--- config.mk ---
export PLATFORM = sky130hd
export DESIGN_NAME = dwsc_wheel
export DESIGN_NICKNAME = d
export VERILOG_FILES = /design/src/design/dwsc_pkg.sv /design/src/design/dwsc_wheel.sv
export SDC_FILE = /design/constraint.sdc
export NUM_CORES = 2
export LEC_CHECK = 0
export ABC_AREA = 0
export BUFFER_PORTS_ARGS = -buffer_cell sky130_fd_sc_hd__buf_4
export CAP_MARGIN = 5
export CORE_ASPECT_RATIO = 1.4
export CORE_MARGIN = 4
export CORE_UTILIZATION = 30
export DETAILED_ROUTE_END_ITERATION = 8
export PLACE_DENSITY = 0.46
export SLEW_MARGIN = 20
export SYNTH_ARGS = -nofsm -noshare
export SYNTH_HDL_FRONTEND = slang
export SYNTH_SLANG_ARGS = --single-unit
--- constraint.sdc ---
create_clock -name vclk -period 74.1
set_clock_uncertainty 0.05 [all_clocks]
set_input_delay 14.82 -clock vclk [all_inputs]
set_output_delay 14.82 -clock vclk [all_outputs]
set_load 0.005 [all_outputs]
--- src/design/dwsc_pkg.sv ---
// shared types and constants of the dual wheel speed controller
package dwsc_pkg;

  // kind of an input transaction
  typedef enum logic [1:0] {
    REQ_TICK    = 2'd0,
    REQ_SET     = 2'd1,
    REQ_STOP    = 2'd2,
    REQ_CONTROL = 2'd3
  } req_type_t;

  // configuration register indexes
  typedef enum logic [2:0] {
    REG_GAIN_P       = 3'd0,
    REG_GAIN_D       = 3'd1,
    REG_DRIVE_LIMIT  = 3'd2,
    REG_SLEW_STEP    = 3'd3,
    REG_SPEED_LIMIT  = 3'd4,
    REG_LEASE_LENGTH = 3'd5
  } reg_index_t;

  localparam logic ACK_OK     = 1'b0;
  localparam logic ACK_REJECT = 1'b1;

  localparam logic [21:0] GAIN_P_RESET       = 22'd458752;
  localparam logic [15:0] GAIN_D_RESET       = 16'd197;
  localparam logic [15:0] DRIVE_LIMIT_RESET  = 16'd7199;
  localparam logic [7:0]  SLEW_STEP_RESET    = 8'd20;
  localparam logic [14:0] SPEED_LIMIT_RESET  = 15'd420;
  localparam logic [15:0] LEASE_LENGTH_RESET = 16'd300;

  localparam logic [15:0] ELAPSED_MAX = 16'hFFFF;

  // settings shared by both wheel loops
  typedef struct packed {
    logic [21:0] gain_p;
    logic [15:0] gain_d;
    logic [15:0] drive_limit;
    logic [7:0]  slew_step;
  } wheel_cfg_t;

endpackage

--- src/design/dwsc_wheel.sv ---
// per-wheel ramp slew and incremental pd step with drive saturation
module dwsc_wheel (
  input  dwsc_pkg::wheel_cfg_t cfg,
  input  logic signed [15:0]   target,
  input  logic signed [15:0]   ramp,
  input  logic signed [15:0]   count,
  input  logic signed [16:0]   accum,
  input  logic signed [17:0]   last_err,
  output logic signed [15:0]   ramp_next,
  output logic signed [16:0]   accum_next,
  output logic signed [17:0]   last_err_next
);
  import dwsc_pkg::*;

  logic signed [16:0] ramp_up;
  logic signed [16:0] ramp_dn;
  logic signed [16:0] target_x;
  logic signed [16:0] err;
  logic signed [18:0] derr;
  logic signed [40:0] prod_p;
  logic signed [40:0] prod_d;
  logic signed [40:0] sum;
  logic signed [40:0] biased;
  logic signed [24:0] quo;
  logic signed [25:0] acc_sum;
  logic signed [25:0] lim;

  // slew toward the target by at most one step
  always_comb begin
    target_x = 17'(target);
    ramp_up  = 17'(ramp) + $signed({9'b0, cfg.slew_step});
    ramp_dn  = 17'(ramp) - $signed({9'b0, cfg.slew_step});
    if (ramp < target) begin
      ramp_next = (ramp_up > target_x) ? target : ramp_up[15:0];
    end else if (ramp > target) begin
      ramp_next = (ramp_dn < target_x) ? target : ramp_dn[15:0];
    end else begin
      ramp_next = ramp;
    end
  end

  // q16 pd sum, truncated toward zero, then clamped
  always_comb begin
    err     = 17'(ramp_next) - 17'(count);
    derr    = 19'(err) - 19'(last_err);
    prod_p  = 41'($signed({1'b0, cfg.gain_p})) * 41'(err);
    prod_d  = 41'($signed({1'b0, cfg.gain_d})) * 41'(derr);
    sum     = prod_p + prod_d;
    biased  = sum + (sum[40] ? 41'sd65535 : 41'sd0);
    quo     = biased[40:16];
    acc_sum = 26'(accum) + 26'(quo);
    lim     = $signed({10'b0, cfg.drive_limit});
    if (acc_sum > lim) begin
      accum_next = lim[16:0];
    end else if (acc_sum < -lim) begin
      accum_next = 17'(-lim);
    end else begin
      accum_next = acc_sum[16:0];
    end
    last_err_next = 18'(err);
  end

endmodule

### Word level (Yosys, flattened, before mapping)

Index checks and enable logic that the tools add are counted.

| cells by class | value |
|---|---|
| $add $sub $neg | 8 |
| $mul | 2 |
| $lt $le $gt $ge | 6 |
| multiplexer cells | 7 |

Operators with widths:

| operator | number |
|---|---|
| 16-bit two-way mux | 5 |
| 40-bit by 36-bit adder with 41-bit output | 1 |
| 41-bit by 17-bit adder with 41-bit output | 1 |
| 23-bit by 17-bit multiplier with 40-bit output | 1 |
| 17-bit by 19-bit multiplier with 36-bit output | 1 |
| 17-bit two-way mux | 2 |
| 17-bit by 25-bit adder with 26-bit output | 1 |
| 26-bit by 17-bit > comparator with 1-bit output | 1 |
| 26-bit < comparator | 1 |
| 16-bit negator with 26-bit output | 1 |
| 17-bit by 18-bit subtractor with 19-bit output | 1 |
| 16-bit by 9-bit adder with 17-bit output | 1 |
| 17-bit by 16-bit > comparator with 1-bit output | 1 |
| 17-bit by 16-bit < comparator with 1-bit output | 1 |
| 16-bit by 16-bit subtractor with 17-bit output | 1 |
| 16-bit by 9-bit subtractor with 17-bit output | 1 |
| 16-bit > comparator | 1 |
| 16-bit < comparator | 1 |

| word-level totals | value |
|---|---|
| register bits | 0 |
| output and inout port bits | 51 |
| word-level logic and storage cells | 23 |

### Depth between registers and ports, before layout

| depth | value |
|---|---|
| word-level depth | 15 |
| gate-level depth with buffers | 104 |
| mapped depth without buffers | 98 |

### Worst setup path before layout

No wires, ideal clock.

| timing path | value |
|---|---|
| path type | input-to-output |
| start | input ramp[0] |
| end | output accum_next[0] |
| arrival time | 35195 ps |
| setup slack | 24035 ps |
| stages | 100 |
| cells stage by stage | inv_1 ha_1 inv_1 fa_1 a21oi_1 nor2_1 nor2_1 o21ai_0 a21oi_1 o21bai_1 a21oi_1 nand2_1 xnor2_1 ha_1 a21o_1 a2111oi_0 mux2i_1 nor3_1 [... 64 more ...] and2_1 o31a_1 nor2_1 nor2_1 xor2_1 ha_1 nand4_1 nor2_1 a2111oi_0 o211ai_1 o22ai_1 maj3_2 a21oi_2 or2_1 buf_2 buf_4 nand2_1 mux2i_1 |

| on the way | value |
|---|---|
| longest elaborated chain between the ends | 15 |

RTL lines:

| item | line | text |
|---|---|---|
| start, declared | dwsc_wheel.sv:5 | `input logic signed [15:0] ramp,` |
| 16-bit by 9-bit subtractor with 17-bit output | dwsc_wheel.sv:32 | `ramp_dn = 17'(ramp) - $signed({9'b0, cfg.slew_step});` |
| 17-bit by 16-bit < comparator with 1-bit output | dwsc_wheel.sv:36 | `ramp_next = (ramp_dn < target_x) ? target : ramp_dn[15:0];` |
| 16-bit two-way mux | dwsc_wheel.sv:36 |  |
| 16-bit two-way mux | dwsc_wheel.sv:35 | `end else if (ramp > target) begin` |
| 16-bit two-way mux (*) | dwsc_wheel.sv:33 | `if (ramp < target) begin` |
| 16-bit by 16-bit subtractor with 17-bit output (*) | dwsc_wheel.sv:44 | `err = 17'(ramp_next) - 17'(count);` |
| via last_err_next[10] | dwsc_wheel.sv:11 | `output logic signed [17:0] last_err_next` |
| 17-bit by 18-bit subtractor with 19-bit output | dwsc_wheel.sv:45 | `derr = 19'(err) - 19'(last_err);` |
| 17-bit by 19-bit multiplier with 36-bit output | dwsc_wheel.sv:47 | `prod_d = 41'($signed({1'b0, cfg.gain_d})) * 41'(derr);` |
| 40-bit by 36-bit adder with 41-bit output (*) | dwsc_wheel.sv:48 | `sum = prod_p + prod_d;` |
| 16-bit two-way mux | dwsc_wheel.sv:49 | `biased = sum + (sum[40] ? 41'sd65535 : 41'sd0);` |
| 41-bit by 17-bit adder with 41-bit output (*) | dwsc_wheel.sv:49 |  |
| 17-bit by 25-bit adder with 26-bit output (*) | dwsc_wheel.sv:51 | `acc_sum = 26'(accum) + 26'(quo);` |
| 26-bit < comparator | dwsc_wheel.sv:55 | `end else if (acc_sum < -lim) begin` |
| 17-bit two-way mux | dwsc_wheel.sv:55 |  |
| 17-bit two-way mux (*) | dwsc_wheel.sv:53 | `if (acc_sum > lim) begin` |
| end, declared | dwsc_wheel.sv:10 | `output logic signed [16:0] accum_next,` |

Mark *: on every way through the listed nets, which the timed path passes. The rest lies on a longest branch.

### Worst setup path in the final report

| timing path | value |
|---|---|
| start | input cfg[1] in the netlist's numbering |
| end | output accum_next[6] |

| on the way | value |
|---|---|
| longest elaborated chain between the ends | 15 |

RTL lines:

| item | line | text |
|---|---|---|
| start, declared | dwsc_wheel.sv:3 | `input dwsc_pkg::wheel_cfg_t cfg,` |
| 16-bit by 9-bit subtractor with 17-bit output | dwsc_wheel.sv:32 |  |
| 17-bit by 16-bit < comparator with 1-bit output | dwsc_wheel.sv:36 |  |
| 16-bit two-way mux | dwsc_wheel.sv:36 |  |
| 16-bit two-way mux | dwsc_wheel.sv:35 |  |
| 16-bit two-way mux (*) | dwsc_wheel.sv:33 |  |
| 16-bit by 16-bit subtractor with 17-bit output (*) | dwsc_wheel.sv:44 |  |
| 17-bit by 18-bit subtractor with 19-bit output | dwsc_wheel.sv:45 |  |
| 17-bit by 19-bit multiplier with 36-bit output | dwsc_wheel.sv:47 |  |
| 40-bit by 36-bit adder with 41-bit output (*) | dwsc_wheel.sv:48 |  |
| 16-bit two-way mux | dwsc_wheel.sv:49 |  |
| 41-bit by 17-bit adder with 41-bit output (*) | dwsc_wheel.sv:49 |  |
| 17-bit by 25-bit adder with 26-bit output (*) | dwsc_wheel.sv:51 |  |
| 26-bit < comparator | dwsc_wheel.sv:55 |  |
| 17-bit two-way mux | dwsc_wheel.sv:55 |  |
| 17-bit two-way mux (*) | dwsc_wheel.sv:53 |  |

Mark *: on every way between the ends. The rest lies on a longest branch, timed or not.

==> run_results.csv <==
group,metric,value,unit
timing,relSlewSlack,25.5,%
synth,synthCells,4008,
timing,tns,0,ps
timing,hold_violations,0,
global_routing,grt_remaining_overflow,0,
placed_design,place_hpwl,91.8,mm
cells_and_area,drive_gt1_share,7.42,%
critical_path,cp_max_fo,28,
timing,tightest_slew,1110,ps
critical_path,cp.required,59230,ps
hold_path,hold_class,"primary input to output pin",
placed_design,postPlaceCellArea,37000,um2
route,first_pass_iters,5,
route,routed.top_layer,"met5",
route,wl_met1,39.1,mm
die,die_w,292,um
route,drt-wirelength-per-cell,18.9,um
clocking,cts_resized,0,
timing,setup_viol,0,
synth,ys_warn_count,0,
global_routing,grt_max_degree,34,
critical_path,endpoint_kind,"output pin",
run_status,outcome,"completed",
critical_path,max_stage_delay,870,ps
route,drcViolationCount,0,
critical_path,crit_path_start_kind,"primary input",
critical_path,crit_top_cell,"ha_1",
die,fp-row-count,145,
global_routing,grt.total_usage,17.8,%
route,vias,26900,
placed_design,gp_congestion,0.852,
route,viasPerCell,4.82,
critical_path,critPathKind,"primary input to output pin",
synth,seq_area_frac_synth,0,%
timing,min_period_over_period,72.3,%
die,start_util,30.3,%
route,ant_nets,0,
cells_and_area,area_growth,9.28,%
cells_and_area,fin_nets,5348,
critical_path,slowest_stage,"o21ai_0",
job,drv_cap,0,
timing,fmax,18.7,MHz
route,drt_iter0_markers,1034,
route,wl_met3,2.98,mm
cells_and_area,seqCellArea,0,um2
timing,fin_crit,53580,ps
placed_design,portBuffers,196,
global_routing,grt_antenna_before_repair,6,
timing,rsz0062_at_grt,"no",
cells_and_area,clockBufferCount,0,
route,wl,105,mm
global_routing,grt_pass1_wl,165,mm
global_routing,grt_pass1_vias,29000,
synth,synth_cell_type_count,92,
die,fp.dieH,405,um
route,wl_met2,58.7,mm
cells_and_area,fillers,12100,
synth,syn_area,33900,um2
synth,syn_nets,5258,
clocking,cts-hold-fix-buffers,0,
critical_path,cp_data_arrival_time,38710,ps
die,core-area,112000,um2
timing,slew_viol_final,0,
cells_and_area,design_area,37000,um2
synth,avgSynthCellArea,8.45,um2
die,die_area,118000,um2
hold_path,min_path_cells,3,
die,ioPinCount,196,
cells_and_area,seq_cells,0,
clocking,cts_setup_buffers,0,
[critical path: cells and delay by family]
kind / cells / cell delay [ps]
adders and majority gates: 18 / 6880
muxes: 5 / 1110
and+or+nand+nor: 17 / 2800
AOI/OAI and AO/OA: 39 / 9930
buffers and inverters: 10 / 2120
xor gates and xnor gates: 5 / 970
[synthesized netlist by cell type, drive strengths merged (50+ instances only)]
cell	number	area [um2]
nor2b	97	607
clkbuf	131	493
o21ai	78	402
nand2	482	1810
inv	936	3510
fa	703	14100
nor2	108	408
xnor2	106	936
a21oi	128	663
a21o	50	375
ha	402	5030
and2	222	1390
[cells in the final DEF, fill, tap and decap left out, drive strengths merged, types with 9 or more instances in the layout]
master / count
inv: 936
fa: 703
nand2: 482
ha: 402
buf: 236
and2: 222
a21oi: 128
nor2: 108
xnor2: 106
nor2b: 97
o21ai: 78
a21o: 50
nand3: 47
nand2b: 42
xor2: 41
nor3: 41
o21a: 33
o211ai: 33
nand4: 23
or3: 20
a31oi: 18
a21boi: 17
and3: 16
a211oi: 16
o21bai: 15
o31ai: 13
or2: 13
mux2i: 11
a2111oi: 11
o221ai: 10
nor4: 9
[path summary, 6_finish.rpt]
| check | from | end |
|---|---|---|
| max | cfg[1] | accum_next[6] |
| min | cfg[23] | accum_next[15] |
[metrics by stage]
stage	utilization (%)	setup WS (ps)	hold WS [ps]	cells
CTS	33.1	20480	29930	5566
finish	33.1	20520	29930	5570
floorplan	-	24040	29690	4008
detailed placement	33.1	20610	29930	5566
global placement	33.1	20610	29930	5566
global route	33.1	18150	29950	5569
[final cells by class]
cell class,instances,area (um2),share of cell area [%]
diodes,4,10.0,0.0271
inverters,937,3520,9.51
multi-input cells,2923,29900,80.7
well taps,1470,1840,4.97
repair buffers,236,1770,4.79
[per-layer routing]
metal / up-vias / global-route usage [%]
li1: 12500 / -
met1: 13700 / 20.1
met2: 498 / 35.4
met3: 137 / 0.853
met4: 4 / 6.04
met5: - / 0
[kinds of logic (layout without fill, tap and decap cells)]
kind of cell	after synthesis	in the layout	synth area share, %
fa+ha+maj	1106	1106	56.5
compound gates	500	500	10.1
xor+xnor	148	148	3.91
other cells	0	4	0
buf+inv	1085	1173	12.1
simple gates	1155	1155	17.0
mux	14	14	0.425
